[config.mk]
export PLATFORM = sky130hd
export DESIGN_NAME = stop_and_wait_link_sequencer
export DESIGN_NICKNAME = d
export VERILOG_FILES = /design/src/rtl/swls_pkg.sv /design/src/rtl/swls_ctrl.sv /design/src/rtl/swls_dp.sv /design/src/rtl/stop_and_wait_link_sequencer.sv
export SDC_FILE = /design/constraint.sdc
export NUM_CORES = 1
export LEC_CHECK = 0
export ABC_AREA = 1
export ABC_CLOCK_PERIOD_IN_PS = 7100
export BUFFER_PORTS_ARGS = -buffer_cell sky130_fd_sc_hd__buf_2
export CELL_PAD_IN_SITES_DETAIL_PLACEMENT = 1
export CELL_PAD_IN_SITES_GLOBAL_PLACEMENT = 2
export CORE_MARGIN = 2
export CORE_UTILIZATION = 35
export CTS_BUF_LIST = sky130_fd_sc_hd__clkbuf_4 sky130_fd_sc_hd__clkbuf_8
export DETAILED_ROUTE_END_ITERATION = 8
export HOLD_SLACK_MARGIN = 0.03
export PLACE_DENSITY = 0.88
export REMOVE_ABC_BUFFERS = 1
export SLEW_MARGIN = 0
export SYNTH_ARGS = -nofsm -noshare
export SYNTH_HDL_FRONTEND = slang
export SYNTH_SLANG_ARGS = --single-unit
[constraint.sdc]
create_clock -name i_clk -period 7.1 [get_ports i_clk]
set_clock_uncertainty 0.05 [all_clocks]
set_input_delay 0.355 -clock i_clk [delete_from_list [all_inputs] [get_ports i_clk]]
set_output_delay 0.355 -clock i_clk [all_outputs]
set_load 0.005 [all_outputs]
[src/rtl/swls_pkg.sv]
package swls_pkg;

    localparam int SLOT_COUNT = 4;
    localparam int SLOT_W     = $clog2(SLOT_COUNT);
    localparam int SEQ_W      = 5;
    localparam logic [SEQ_W-1:0] SEQ_MAX = 5'd25;
    localparam int RES_MAX    = 3;

    // input commands
    localparam logic [1:0] CMD_QUEUE = 2'd0;
    localparam logic [1:0] CMD_LINE  = 2'd1;
    localparam logic [1:0] CMD_TICK  = 2'd2;

    // result kinds
    localparam logic [2:0] K_QUEUED  = 3'd0;
    localparam logic [2:0] K_TX      = 3'd1;
    localparam logic [2:0] K_ACK     = 3'd2;
    localparam logic [2:0] K_ERR     = 3'd3;
    localparam logic [2:0] K_TOUT    = 3'd4;
    localparam logic [2:0] K_DELIVER = 3'd5;
    localparam logic [2:0] K_PEER    = 3'd6;
    localparam logic [2:0] K_REFUSED = 3'd7;

    // error codes
    localparam logic [7:0] E_BAD_START = 8'd1;
    localparam logic [7:0] E_BAD_SIZE  = 8'd2;
    localparam logic [7:0] E_UNK_CTRL  = 8'd3;
    localparam logic [7:0] E_UNK_TOP   = 8'd4;
    localparam logic [7:0] E_BAD_SEQ   = 8'd5;
    localparam logic [7:0] E_RESEND    = 8'd6;

    // line characters
    localparam logic [7:0] CH_HASH  = 8'h23;
    localparam logic [7:0] CH_GT    = 8'h3E;
    localparam logic [7:0] CH_PLUS  = 8'h2B;
    localparam logic [7:0] CH_EQ    = 8'h3D;
    localparam logic [7:0] CH_BANG  = 8'h21;
    localparam logic [7:0] CH_T     = 8'h54;
    localparam logic [7:0] CH_A     = 8'h41;
    localparam logic [7:0] CH_SPACE = 8'h20;
    localparam logic [7:0] CH_MINUS = 8'h2D;
    localparam logic [7:0] CH_D     = 8'h44;

    // config register indexes
    localparam logic [1:0] REG_RESEND  = 2'd0;
    localparam logic [1:0] REG_TIMEOUT = 2'd1;

    typedef struct packed {
        logic [2:0]       kind;
        logic [SLOT_W-1:0] slot;
        logic [SEQ_W-1:0] seq;
        logic [7:0]       code;
    } t_res;

    typedef struct packed {
        logic latch;
        logic eval;
        logic walk;
        logic fin;
        logic pop;
    } t_cmd;

    typedef struct packed {
        logic go_walk;
        logic walk_done;
        logic no_res;
        logic at_last;
    } t_stat;

    function automatic logic [SEQ_W-1:0] seq_inc(input logic [SEQ_W-1:0] s);
        logic [SEQ_W-1:0] t;
        t = s + 1'b1;
        return (s >= SEQ_MAX) ? '0 : t;
    endfunction

    function automatic logic [SLOT_W-1:0] slot_inc(input logic [SLOT_W-1:0] s);
        return (s == SLOT_W'(SLOT_COUNT - 1)) ? '0 : s + 1'b1;
    endfunction

endpackage

[src/rtl/swls_ctrl.sv]
module swls_ctrl (
    input  logic           i_clk,
    input  logic           i_rst_n,
    input  logic           i_valid,
    output logic           o_ready,
    output logic           o_valid,
    input  logic           i_ready,
    input  swls_pkg::t_stat i_stat,
    output swls_pkg::t_cmd  o_cmd
);

    localparam logic [2:0] S_IDLE = 3'd0;
    localparam logic [2:0] S_EVAL = 3'd1;
    localparam logic [2:0] S_WALK = 3'd2;
    localparam logic [2:0] S_FIN  = 3'd3;
    localparam logic [2:0] S_DEC  = 3'd4;
    localparam logic [2:0] S_OUT  = 3'd5;

    logic [2:0] r_state, n_state;

    always_comb begin
        n_state = r_state;
        o_cmd   = '0;
        case (r_state)
            S_IDLE: begin
                if (i_valid) begin
                    o_cmd.latch = 1'b1;
                    n_state = S_EVAL;
                end
            end
            S_EVAL: begin
                o_cmd.eval = 1'b1;
                n_state = i_stat.go_walk ? S_WALK : S_DEC;
            end
            S_WALK: begin
                o_cmd.walk = 1'b1;
                if (i_stat.walk_done) n_state = S_FIN;
            end
            S_FIN: begin
                o_cmd.fin = 1'b1;
                n_state = S_OUT;
            end
            S_DEC: begin
                n_state = i_stat.no_res ? S_IDLE : S_OUT;
            end
            S_OUT: begin
                if (i_ready) begin
                    o_cmd.pop = 1'b1;
                    if (i_stat.at_last) n_state = S_IDLE;
                end
            end
            default: n_state = S_IDLE;
        endcase
    end

    assign o_ready = (r_state == S_IDLE);
    assign o_valid = (r_state == S_OUT);

    always_ff @(posedge i_clk) begin
        if (!i_rst_n) r_state <= S_IDLE;
        else          r_state <= n_state;
    end

endmodule

[src/rtl/swls_dp.sv]
module swls_dp (
    input  logic                             i_clk,
    input  logic                             i_rst_n,
    input  logic                             i_cfg_we,
    input  logic [1:0]                       i_cfg_addr,
    input  logic [15:0]                      i_cfg_wdata,
    input  logic [1:0]                       i_cmd,
    input  logic [7:0]                       i_line_len,
    input  logic [7:0]                       i_first_char,
    input  logic [7:0]                       i_second_char,
    input  logic [7:0]                       i_third_char,
    input  logic [31:0]                      i_now_ms,
    input  swls_pkg::t_cmd                   i_ctl,
    output swls_pkg::t_stat                  o_stat,
    output logic [2:0]                       o_out_kind,
    output logic [swls_pkg::SLOT_W-1:0]      o_out_slot,
    output logic [swls_pkg::SEQ_W-1:0]       o_out_seq,
    output logic [7:0]                       o_out_code,
    output logic                             o_last
);

    localparam int SW = swls_pkg::SLOT_W;
    localparam int QW = swls_pkg::SEQ_W;
    localparam int NS = swls_pkg::SLOT_COUNT;

    logic [7:0]  r_resend;
    logic [15:0] r_timeout;

    logic [1:0]  r_cmd;
    logic [7:0]  r_len, r_c0, r_c1, r_c2;
    logic [31:0] r_now;

    logic [QW-1:0] r_seq    [NS];
    logic [NS-1:0] r_acked;
    logic [31:0]   r_stime  [NS];
    logic [7:0]    r_retry  [NS];
    logic [SW-1:0] r_newest, r_oldest;
    logic [QW-1:0] r_tx_seq, r_rx_exp;
    logic          r_rtx_en;

    swls_pkg::t_res r_buf [swls_pkg::RES_MAX];
    logic [1:0]     r_cnt, r_rd;

    // evaluation results
    swls_pkg::t_res e_buf [swls_pkg::RES_MAX];
    logic [1:0]     e_cnt;
    logic           e_tx_en;
    logic [SW-1:0]  e_tx_slot;
    logic           e_adv;
    logic           e_dec_retry;
    logic           e_rx_upd;
    logic           e_en_set, e_en_val;

    logic [SW-1:0]  next_slot, o2;
    logic [7:0]     s_line, s_ack;
    logic [31:0]    elapsed;
    logic           ack_match, o2_acked;
    logic [QW-1:0]  rx_next, tx_next;

    assign next_slot = swls_pkg::slot_inc(r_newest);
    assign s_line    = r_c1 - swls_pkg::CH_A;
    assign s_ack     = r_c2 - swls_pkg::CH_A;
    assign elapsed   = r_now - r_stime[r_oldest];
    assign rx_next   = swls_pkg::seq_inc(r_rx_exp);
    assign tx_next   = swls_pkg::seq_inc(r_tx_seq);
    assign o2        = (r_oldest != r_newest) ? swls_pkg::slot_inc(r_oldest) : r_oldest;
    assign o2_acked  = (o2 != r_oldest) ? r_acked[o2] : 1'b1;
    assign ack_match = !r_acked[r_oldest]
                     && ({3'd0, swls_pkg::seq_inc(r_seq[r_oldest])} == s_ack);

    always_comb begin
        e_buf       = '{default: '0};
        e_cnt       = '0;
        e_tx_en     = 1'b0;
        e_tx_slot   = r_oldest;
        e_adv       = 1'b0;
        e_dec_retry = 1'b0;
        e_rx_upd    = 1'b0;
        e_en_set    = 1'b0;
        e_en_val    = 1'b0;
        case (r_cmd)
            swls_pkg::CMD_QUEUE: begin
                if (!r_acked[next_slot]) begin
                    e_buf[0].kind = swls_pkg::K_REFUSED;
                    e_cnt = 2'd1;
                end
            end
            swls_pkg::CMD_LINE: begin
                if (r_c0 == swls_pkg::CH_PLUS) begin
                    if (r_len < 8'd3) begin
                        e_buf[0].kind = swls_pkg::K_ERR;
                        e_buf[0].code = swls_pkg::E_BAD_SIZE;
                        e_cnt = 2'd1;
                    end else begin
                        if (r_c2 != swls_pkg::CH_SPACE) begin
                            e_buf[0].kind = swls_pkg::K_ERR;
                            e_buf[0].code = swls_pkg::E_BAD_SEQ;
                            e_cnt = 2'd1;
                        end
                        if (s_line == {3'd0, r_rx_exp}) begin
                            e_rx_upd = 1'b1;
                            e_buf[e_cnt].kind = swls_pkg::K_ACK;
                            e_buf[e_cnt].seq  = rx_next;
                            e_buf[e_cnt + 2'd1].kind = swls_pkg::K_DELIVER;
                            e_buf[e_cnt + 2'd1].seq  = s_line[QW-1:0];
                            e_cnt = e_cnt + 2'd2;
                        end else begin
                            e_buf[e_cnt].kind = swls_pkg::K_ACK;
                            e_buf[e_cnt].seq  = r_rx_exp;
                            e_cnt = e_cnt + 2'd1;
                        end
                    end
                end else if (r_c0 == swls_pkg::CH_HASH) begin
                    if (r_len != 8'd3) begin
                        e_buf[0].kind = swls_pkg::K_ERR;
                        e_buf[0].code = swls_pkg::E_BAD_SIZE;
                        e_cnt = 2'd1;
                    end else if (r_c1 == swls_pkg::CH_EQ) begin
                        if (ack_match) begin
                            e_adv = 1'b1;
                            if (!o2_acked) begin
                                e_tx_en   = 1'b1;
                                e_tx_slot = o2;
                                e_buf[0].kind = swls_pkg::K_TX;
                                e_buf[0].slot = o2;
                                e_buf[0].seq  = r_seq[o2];
                                e_cnt = 2'd1;
                            end
                        end
                    end else if (r_c1 == swls_pkg::CH_BANG) begin
                        e_buf[0].kind = swls_pkg::K_PEER;
                        e_buf[0].code = r_c2;
                        e_cnt = 2'd1;
                    end else if (r_c1 == swls_pkg::CH_T) begin
                        e_cnt = 2'd1;
                        if (r_c2 == swls_pkg::CH_PLUS || r_c2 == swls_pkg::CH_MINUS) begin
                            e_en_set = 1'b1;
                            e_en_val = (r_c2 == swls_pkg::CH_PLUS);
                            e_buf[0].kind = swls_pkg::K_TOUT;
                            e_buf[0].code = r_c2;
                        end else begin
                            e_buf[0].kind = swls_pkg::K_ERR;
                            e_buf[0].code = swls_pkg::E_UNK_TOP;
                        end
                    end else if (r_c1 != swls_pkg::CH_D) begin
                        // debug readout ('D') gives nothing
                        e_buf[0].kind = swls_pkg::K_ERR;
                        e_buf[0].code = swls_pkg::E_UNK_CTRL;
                        e_cnt = 2'd1;
                    end
                end else if (r_c0 != swls_pkg::CH_GT) begin
                    e_buf[0].kind = swls_pkg::K_ERR;
                    e_buf[0].code = swls_pkg::E_BAD_START;
                    e_cnt = 2'd1;
                end
            end
            swls_pkg::CMD_TICK: begin
                if (r_rtx_en && !r_acked[r_oldest] && elapsed > {16'd0, r_timeout}) begin
                    e_cnt = 2'd1;
                    if (r_retry[r_oldest] != 8'd0) begin
                        e_tx_en     = 1'b1;
                        e_dec_retry = 1'b1;
                        e_buf[0].kind = swls_pkg::K_TX;
                        e_buf[0].slot = r_oldest;
                        e_buf[0].seq  = r_seq[r_oldest];
                    end else begin
                        e_adv = 1'b1;
                        e_buf[0].kind = swls_pkg::K_ERR;
                        e_buf[0].code = swls_pkg::E_RESEND;
                    end
                end
            end
            default: ;
        endcase
    end

    assign o_stat.go_walk   = (r_cmd == swls_pkg::CMD_QUEUE) && r_acked[next_slot];
    assign o_stat.walk_done = !r_acked[r_oldest] || (r_oldest == r_newest);
    assign o_stat.no_res    = (r_cnt == 2'd0);
    assign o_stat.at_last   = (r_rd == r_cnt - 2'd1);

    assign o_out_kind = r_buf[r_rd].kind;
    assign o_out_slot = r_buf[r_rd].slot;
    assign o_out_seq  = r_buf[r_rd].seq;
    assign o_out_code = r_buf[r_rd].code;
    assign o_last     = o_stat.at_last;

    always_ff @(posedge i_clk) begin
        if (!i_rst_n) begin
            r_resend  <= 8'd3;
            r_timeout <= 16'd100;
            r_acked   <= '1;
            r_newest  <= '0;
            r_oldest  <= '0;
            r_tx_seq  <= swls_pkg::SEQ_MAX;
            r_rx_exp  <= '0;
            r_rtx_en  <= 1'b0;
            r_cnt     <= '0;
            r_rd      <= '0;
            for (int i = 0; i < NS; i++) begin
                r_seq[i]   <= '0;
                r_stime[i] <= '0;
                r_retry[i] <= '0;
            end
        end else begin
            if (i_cfg_we) begin
                if (i_cfg_addr == swls_pkg::REG_RESEND)  r_resend  <= i_cfg_wdata[7:0];
                if (i_cfg_addr == swls_pkg::REG_TIMEOUT) r_timeout <= i_cfg_wdata;
            end
            if (i_ctl.eval) begin
                r_buf <= e_buf;
                r_cnt <= e_cnt;
                r_rd  <= '0;
                if (o_stat.go_walk) r_newest <= next_slot;
                if (e_adv) begin
                    r_acked[r_oldest] <= 1'b1;
                    r_oldest <= o2;
                end
                if (e_tx_en) begin
                    r_acked[e_tx_slot] <= 1'b0;
                    r_stime[e_tx_slot] <= r_now;
                end
                if (e_dec_retry) r_retry[r_oldest] <= r_retry[r_oldest] - 8'd1;
                if (e_rx_upd) r_rx_exp <= rx_next;
                if (e_en_set) r_rtx_en <= e_en_val;
            end
            if (i_ctl.walk && !o_stat.walk_done) r_oldest <= swls_pkg::slot_inc(r_oldest);
            if (i_ctl.fin) begin
                r_tx_seq <= tx_next;
                r_seq[r_newest]   <= tx_next;
                r_acked[r_newest] <= 1'b0;
                r_retry[r_newest] <= r_resend;
                r_stime[r_newest] <= (r_oldest == r_newest) ? r_now : 32'd0;
                r_buf[0] <= '{kind: swls_pkg::K_QUEUED, slot: r_newest, seq: tx_next,
                              code: 8'd0};
                r_buf[1] <= '{kind: swls_pkg::K_TX, slot: r_newest, seq: tx_next,
                              code: 8'd0};
                r_cnt <= (r_oldest == r_newest) ? 2'd2 : 2'd1;
                r_rd  <= '0;
            end
            if (i_ctl.pop) r_rd <= r_rd + 2'd1;
        end
    end

    always_ff @(posedge i_clk) begin
        if (i_ctl.latch) begin
            r_cmd <= i_cmd;
            r_len <= i_line_len;
            r_c0  <= i_first_char;
            r_c1  <= i_second_char;
            r_c2  <= i_third_char;
            r_now <= i_now_ms;
        end
    end

endmodule

[src/rtl/stop_and_wait_link_sequencer.sv]
// Sequence: an input transfer is latched, evaluated and then passed through a decision
//   state before its results; an accepted queue request instead walks the slot ring
//   and a finish state. Results then follow one a cycle while the receiver is ready.
// Flow: one item at a time; next input taken the cycle after the last result
//   transfer, or after the decision state for an item with no result.
// Reset: synchronous active-low; all slots acknowledged, tx sequence at maximum,
//   resend limit 3, timeout 100 ms, retransmission off.
module stop_and_wait_link_sequencer (
    input  logic        i_clk,
    input  logic        i_rst_n,
    // configuration writes
    input  logic        i_cfg_we,
    input  logic [1:0]  i_cfg_addr,
    input  logic [15:0] i_cfg_wdata,
    // input item
    input  logic        i_valid,
    output logic        o_ready,
    input  logic [1:0]  i_cmd,
    input  logic [7:0]  i_line_len,
    input  logic [7:0]  i_first_char,
    input  logic [7:0]  i_second_char,
    input  logic [7:0]  i_third_char,
    input  logic [31:0] i_now_ms,
    // result item
    output logic        o_valid,
    input  logic        i_ready,
    output logic [2:0]  o_out_kind,
    output logic [1:0]  o_out_slot,
    output logic [4:0]  o_out_seq,
    output logic [7:0]  o_out_code,
    output logic        o_last
);

    swls_pkg::t_cmd  ctl;
    swls_pkg::t_stat stat;

    // controller: sequences latch, evaluate, slot walk, finish and result drain
    swls_ctrl u_ctrl (
        .i_clk   (i_clk),
        .i_rst_n (i_rst_n),
        .i_valid (i_valid),
        .o_ready (o_ready),
        .o_valid (o_valid),
        .i_ready (i_ready),
        .i_stat  (stat),
        .o_cmd   (ctl)
    );

    // datapath: slot ring, sequence counters and the small result buffer
    swls_dp u_dp (
        .i_clk         (i_clk),
        .i_rst_n       (i_rst_n),
        .i_cfg_we      (i_cfg_we),
        .i_cfg_addr    (i_cfg_addr),
        .i_cfg_wdata   (i_cfg_wdata),
        .i_cmd         (i_cmd),
        .i_line_len    (i_line_len),
        .i_first_char  (i_first_char),
        .i_second_char (i_second_char),
        .i_third_char  (i_third_char),
        .i_now_ms      (i_now_ms),
        .i_ctl         (ctl),
        .o_stat        (stat),
        .o_out_kind    (o_out_kind),
        .o_out_slot    (o_out_slot),
        .o_out_seq     (o_out_seq),
        .o_out_code    (o_out_code),
        .o_last        (o_last)
    );

endmodule

==> flow_metrics.env, run 1 <==
export IMPL_yosys_area_top_type="edfxtp_1"
export IMPL_crit_top_cell="nand2_1"
export IMPL_cp_required_ns=7.36
export IMPL_post_cts_buffers=0
export IMPL_hold_path_class="in -> reg"
export IMPL_finalMaxSlewViolations=0
export IMPL_tritoncts="yes"
export IMPL_setup_viol=0
export IMPL_max_stage_delay_ns=0.81
export IMPL_worst_setup_path_type="reg -> reg"
export IMPL_route_detailed_wl_per_inst_um=19.0
export IMPL_layout_setup_ws_ns=0.647
export IMPL_synth_seq_cells=332
export IMPL_synth_warnings=0
export IMPL_power_density_mw_per_mm2=261
export IMPL_core_area_mm2=0.0536
export IMPL_synth_edf_count=280
export IMPL_netlist_area_leader_share=0.445
export IMPL_die_x_um=236
export IMPL_die_h_um=236
export IMPL_initial_utilization=0.352
export IMPL_ys_seq_area_frac=0.501
export IMPL_synth_cell_type_count=56
export IMPL_fmax_mhz=155
export IMPL_hpwl_mm=44.9
export IMPL_rsz0062_at_grt="no"
export IMPL_synthFlopType="edfxtp_1"
export IMPL_clk_pin_slew_ns=0.06
export IMPL_seq_area_mm2=0.00945
export IMPL_htree_levels=2
export IMPL_track_usage=0.220
export IMPL_cts_buffers=57
export IMPL_num_vias=16528
export IMPL_nNetsFinal=2660
export IMPL_io_buffers=109
export IMPL_fin_crit_ns=6.45
export IMPL_crit_arrival_ns=6.71
export IMPL_first_iter_violations=877
export IMPL_overflow=0
export IMPL_remaining_drc_errors=0
export IMPL_antenna_found_initial=1
export IMPL_drive_above_1_share=0.108
export IMPL_row_count=85
export IMPL_finalHoldWorstSlack_ns=0.136
export IMPL_cts_sinks=332
export IMPL_relSlewSlack=0.202
export IMPL_postLayoutCellArea_mm2=0.0223
export IMPL_hold_viol=0
export IMPL_cts_buffer_depth=3
export IMPL_insertion_delay_ns=0.68
export IMPL_synth_most_common_cell="nand2_1"
export IMPL_fillers=6443
export IMPL_synth_area_top_cells="edfxtp_1, nand2_1, nor2_1"
export IMPL_drv_cap=0
export IMPL_syn_to_final_growth_pct=18.1
export IMPL_async_flop_share=0
export IMPL_fin_util=0.416
export IMPL_routed_wl_mm=61.4
export IMPL_p_leak_nw=9.80
export IMPL_end_kind="flip-flop"
export IMPL_cp_start_kind="flip-flop"
export IMPL_peakVddDrop_v=0.000169
export IMPL_cp_max_fo=33
export IMPL_worst_pin_slew_ns=1.19
export IMPL_multiInputGateArea_mm2=0.00788
export IMPL_fin_tns_setup_ns=0
export IMPL_drt_vias_per_instance=5.11
export IMPL_grt_pass1_wl_mm=95.9
export IMPL_status="completed"
export IMPL_layout_cells_non_filler=3235
export IMPL_place_gp_congestion=0.894
export IMPL_synth_area_mm2=0.0189
export IMPL_cpMaxStageDelayCell="dfxtp_2"
export IMPL_numPlacedInstances=3038
export IMPL_grt_max_degree=91
export IMPL_dp_worst_setup_slack_ns=0.564
export IMPL_ant_nets=0
export IMPL_period_share=0.909
export IMPL_cts_root_buf="clkbuf_8"
export IMPL_p_total_mw=5.81
export IMPL_syn_inst=2280
export IMPL_synthTopCellsByCount="nand2_1, nor2_1, inv_1"
export IMPL_drtPass1Iterations=8
export IMPL_io_pins=110
export IMPL_avgSynthCellArea_um2=8.28
export IMPL_placedInstanceArea_mm2=0.0201
export IMPL_grt_pass1_vias=17339
export IMPL_die_area_mm2=0.0558
## layout by cell type (no fill, tap or decap), drive strengths merged, types with 5 or more instances in the layout
cell type,netlist,layout
inv,328,329
xor2,24,24
nand2,615,615
buf,36,128
clkinv,4,20
o31ai,6,6
dfxtp,52,52
ha,79,79
clkbuf,30,83
nand3b,6,6
a21oi,111,111
dlygate4sd3,0,90
xnor2,9,9
o211ai,11,11
edfxtp,280,280
nand4,25,25
nor3,28,28
o21ai,79,79
o21a,9,9
a32o,36,36
o221ai,5,5
nand3,138,138
nor2,325,325
nor4,10,10
## path summary, 6_finish.rpt
check,slack [ns],depth (start not counted),startpoint,end
min reg2reg,0.42,2,u_dp.r_timeout[3],u_dp.r_timeout[3]
max,0.65,29,flip-flop,u_dp.r_stime[0][3]
max reg2reg,0.65,29,flip-flop,u_dp.r_stime[0][3]
min,0.14,4,i_cfg_addr[1],u_dp.r_timeout[0]
## logic make-up (layout without fill, tap and decap cells)
| kind of cell | count (synthesis) | in the layout | share of synthesized area |
|---|---|---|---|
| buffers and inverters | 398 | 656 | 0.0832 |
| adders and majority gates | 80 | 80 | 0.0534 |
| and+or+nand+nor | 1158 | 1158 | 0.255 |
| DFF | 332 | 332 | 0.501 |
| xor gates and xnor gates | 33 | 33 | 0.0153 |
| other | 0 | 1 | 0 |
| AOI/OAI and AO/OA | 279 | 279 | 0.0926 |
## final cells by class
class                           count  area share
Multi-Input combinational cell   1550       0.354
Inverter                          332      0.0561
Sequential cell                   332       0.424
Clock inverter                     23     0.00960
Antenna cell                        1    0.000112
Timing Repair Buffer              218      0.0713
Clock buffer                       83      0.0462
Tap cell                          696      0.0391
## power breakdown
part | internal (mW) | total [mW] | switching (mW)
sequential | 2.36 | 2.49 | 0.132
combinational | 0.454 | 1.41 | 0.961
clock | 1.08 | 1.91 | 0.830
## critical path: cells and delay by family, from the launching register on
family	cells	cell delay [ns]
xor gates and xnor gates	1	0.11
AOI/OAI and AO/OA	2	0.40
and+or+nand+nor	21	3.04
DFF	1	0.81
adders and majority gates	2	0.71
buffers and inverters	3	0.91
## what timing repair did
item | CTS | global route
hold buffers | 90 | 0
endpoints found under the setup margin | 0 | 42
gates resized for setup | 0 | 1
hold endpoints to repair | 89 | 0
## state kept, by name, indices dropped and copies added, names as in the netlist, 8 cells and up, named ones only
signal and count:
u_dp.r_buf 34, u_dp.r_c0 8, u_dp.r_c1 8, u_dp.r_c2 8
u_dp.r_len 8, u_dp.r_now 32, u_dp.r_resend 8, u_dp.r_retry 32
u_dp.r_seq 20, u_dp.r_stime 128, u_dp.r_timeout 16
## per-layer routing
layer,GRT usage,wire (µm)
met5,0,0
met4,0.0813,1940
met3,0.0294,2710
met2,0.380,29800
met1,0.282,27000
Power figures use the tool's default switching activity.
==> run 2, diff against run 1 <==
--- a/config.mk
+++ b/config.mk
@@ -10,12 +10,12 @@
 export BUFFER_PORTS_ARGS = -buffer_cell sky130_fd_sc_hd__buf_2
 export CELL_PAD_IN_SITES_DETAIL_PLACEMENT = 1
 export CELL_PAD_IN_SITES_GLOBAL_PLACEMENT = 2
-export CORE_MARGIN = 2
-export CORE_UTILIZATION = 35
+export CORE_MARGIN = 1.5
+export CORE_UTILIZATION = 39
 export CTS_BUF_LIST = sky130_fd_sc_hd__clkbuf_4 sky130_fd_sc_hd__clkbuf_8
 export DETAILED_ROUTE_END_ITERATION = 8
 export HOLD_SLACK_MARGIN = 0.03
-export PLACE_DENSITY = 0.88
+export PLACE_DENSITY = 0.95
 export REMOVE_ABC_BUFFERS = 1
 export SLEW_MARGIN = 0
 export SYNTH_ARGS = -nofsm -noshare
==> run 2 against run 1 <==
  * Worst setup slack better by 0.0053 ns
  * Final cell count shrank 2.6%
  * Wire length is 2.7% higher
==> flow_metrics.env, run 2 (synthesis results as in run 1) <==
export IMPL_io_buffers=109
export IMPL_finalMaxSlewViolations=0
export IMPL_cts_root_buf="clkbuf_8"
export IMPL_peakVddDrop_v=0.000168
export IMPL_die_x_um=223
export IMPL_first_iter_violations=1167
export IMPL_rsz0062_at_grt="no"
export IMPL_cpMaxStageDelayCell="buf_4"
export IMPL_layout_cells_non_filler=3150
export IMPL_cts_buffers=58
export IMPL_io_pins=110
export IMPL_htree_levels=2
export IMPL_hold_path_class="in -> reg"
export IMPL_period_share=0.908
export IMPL_endpoint="u_dp.r_retry[1][7]"
export IMPL_drive_above_1_share=0.108
export IMPL_ant_nets=0
export IMPL_grt_pass1_wl_mm=97.7
export IMPL_cts_resized_gates=0
export IMPL_overflow=0
export IMPL_cts_sinks=332
export IMPL_cts_buffer_depth=3
export IMPL_largest_register_ffs=128
export IMPL_grt_pass1_vias=17630
export IMPL_core_area_mm2=0.0477
export IMPL_p_leak_nw=9.79
export IMPL_max_stage_delay_ns=0.77
export IMPL_crit_arrival_ns=6.71
export IMPL_numPlacedInstances=2955
export IMPL_row_count=80
export IMPL_insertion_delay_ns=0.68
export IMPL_grt_max_degree=91
export IMPL_routed_wl_mm=63.1
export IMPL_tritoncts="yes"
export IMPL_setup_viol=0
export IMPL_status="completed"
export IMPL_fin_crit_ns=6.45
export IMPL_die_area_mm2=0.0497
export IMPL_rr_worst_depth=29
export IMPL_hpwl_mm=44.0
export IMPL_worst_setup_path_type="reg -> reg"
export IMPL_cp_max_fo=90
export IMPL_final_common_cell="nand2_1"
export IMPL_die_h_um=223
export IMPL_final_cell_mix="nand2_1, inv_1, nor2_1"
export IMPL_antenna_found_initial=2
export IMPL_crit_top_cell="nand2_1"
export IMPL_p_total_mw=5.88
export IMPL_drt_vias_per_instance=5.31
export IMPL_worstReg2RegEnd="u_dp.r_retry[1][7]"
export IMPL_power_density_mw_per_mm2=266
export IMPL_regToRegSetupSlack_ns=0.65
export IMPL_relSlewSlack=0.306
export IMPL_remaining_drc_errors=0
export IMPL_initial_utilization=0.395
export IMPL_end_kind="flip-flop"
export IMPL_clk_pin_slew_ns=0.06
export IMPL_top_regs="u_dp.r_stime: 128 flops, u_dp.r_buf: 34 flops"
export IMPL_hold_viol=0
export IMPL_fmax_mhz=155
export IMPL_finalHoldWorstSlack_ns=0.103
export IMPL_place_gp_congestion=0.903
export IMPL_hold_buffers=84
export IMPL_num_vias=16734
export IMPL_nNetsFinal=2653
export IMPL_post_cts_buffers=0
export IMPL_fillers=5731
export IMPL_track_usage=0.254
export IMPL_worst_pin_slew_ns=1.04
export IMPL_cp_start_kind="flip-flop"
export IMPL_drtPass1Iterations=7
export IMPL_route_detailed_wl_per_inst_um=20.0
export IMPL_drv_cap=0
export IMPL_cp_required_ns=7.36
export IMPL_top_register="u_dp.r_stime"
export IMPL_syn_to_final_growth_pct=17.3
-- run 2: power by group --
group / internal (mW) / switching (mW) / total (mW)
Sequential: 2.35 / 0.133 / 2.49
Clock: 1.11 / 0.852 / 1.96
Combinational: 0.459 / 0.978 / 1.44
-- run 2: critical path: cells and delay by family (launching register included) --
family / cells / cell delay [ns]
adders and majority gates: 2 / 0.69
and+or+nand+nor: 18 / 2.57
AOI/OAI and AO/OA: 3 / 0.95
xor gates and xnor gates: 1 / 0.21
DFF: 1 / 0.35
buffers and inverters: 5 / 1.18
-- run 2: through the flow --
stage	cell area, µm²	setup slack [ns]	util	TNS (ns)
2_1_floorplan	18600	-0.368	-	-22.42
3_3_place_gp	20000	1.05	0.419	0
3_5_place_dp	20000	0.766	0.419	0
4_1_cts	22100	0.714	0.464	0
5_1_grt	22100	0.175	0.464	0
6_report	22100	0.652	0.464	0
-- run 2: worst min path at each step --
stage,startpoint,end,depth (start not counted)
finish,i_valid,u_dp.r_c1[7],3
global route,i_valid,u_dp.r_c1[3],3
CTS,i_valid,u_dp.r_c1[7],3
detailed placement,u_dp.r_timeout[7],u_dp.r_timeout[7],2
global placement,u_dp.r_timeout[7],u_dp.r_timeout[7],2
floorplan,i_rst_n,u_dp.r_acked[0],1
-- run 2: layout make-up --
| cell class | instances | area, µm² | share of cell area |
|---|---|---|---|
| inverter | 332 | 1250 | 0.0564 |
| clock inverter | 22 | 210 | 0.00949 |
| multi-input combinational | 1550 | 7880 | 0.356 |
| tap | 615 | 769 | 0.0348 |
| timing repair buffer | 210 | 1510 | 0.0684 |
| antenna | 2 | 5.00 | 0.000226 |
| clock buffer | 87 | 1070 | 0.0481 |
| sequential | 332 | 9450 | 0.427 |
-- run 2: routing by layer --
layer  wire (µm)  GRT usage  up-vias  share of wire
met2       30700      0.438      480           0.49
met3        3350     0.0440      117          0.053
met1       27000      0.319     8189           0.43
met4        1950     0.0917        0          0.031
li1            -          -     7948              -
met5           0          0        -              0
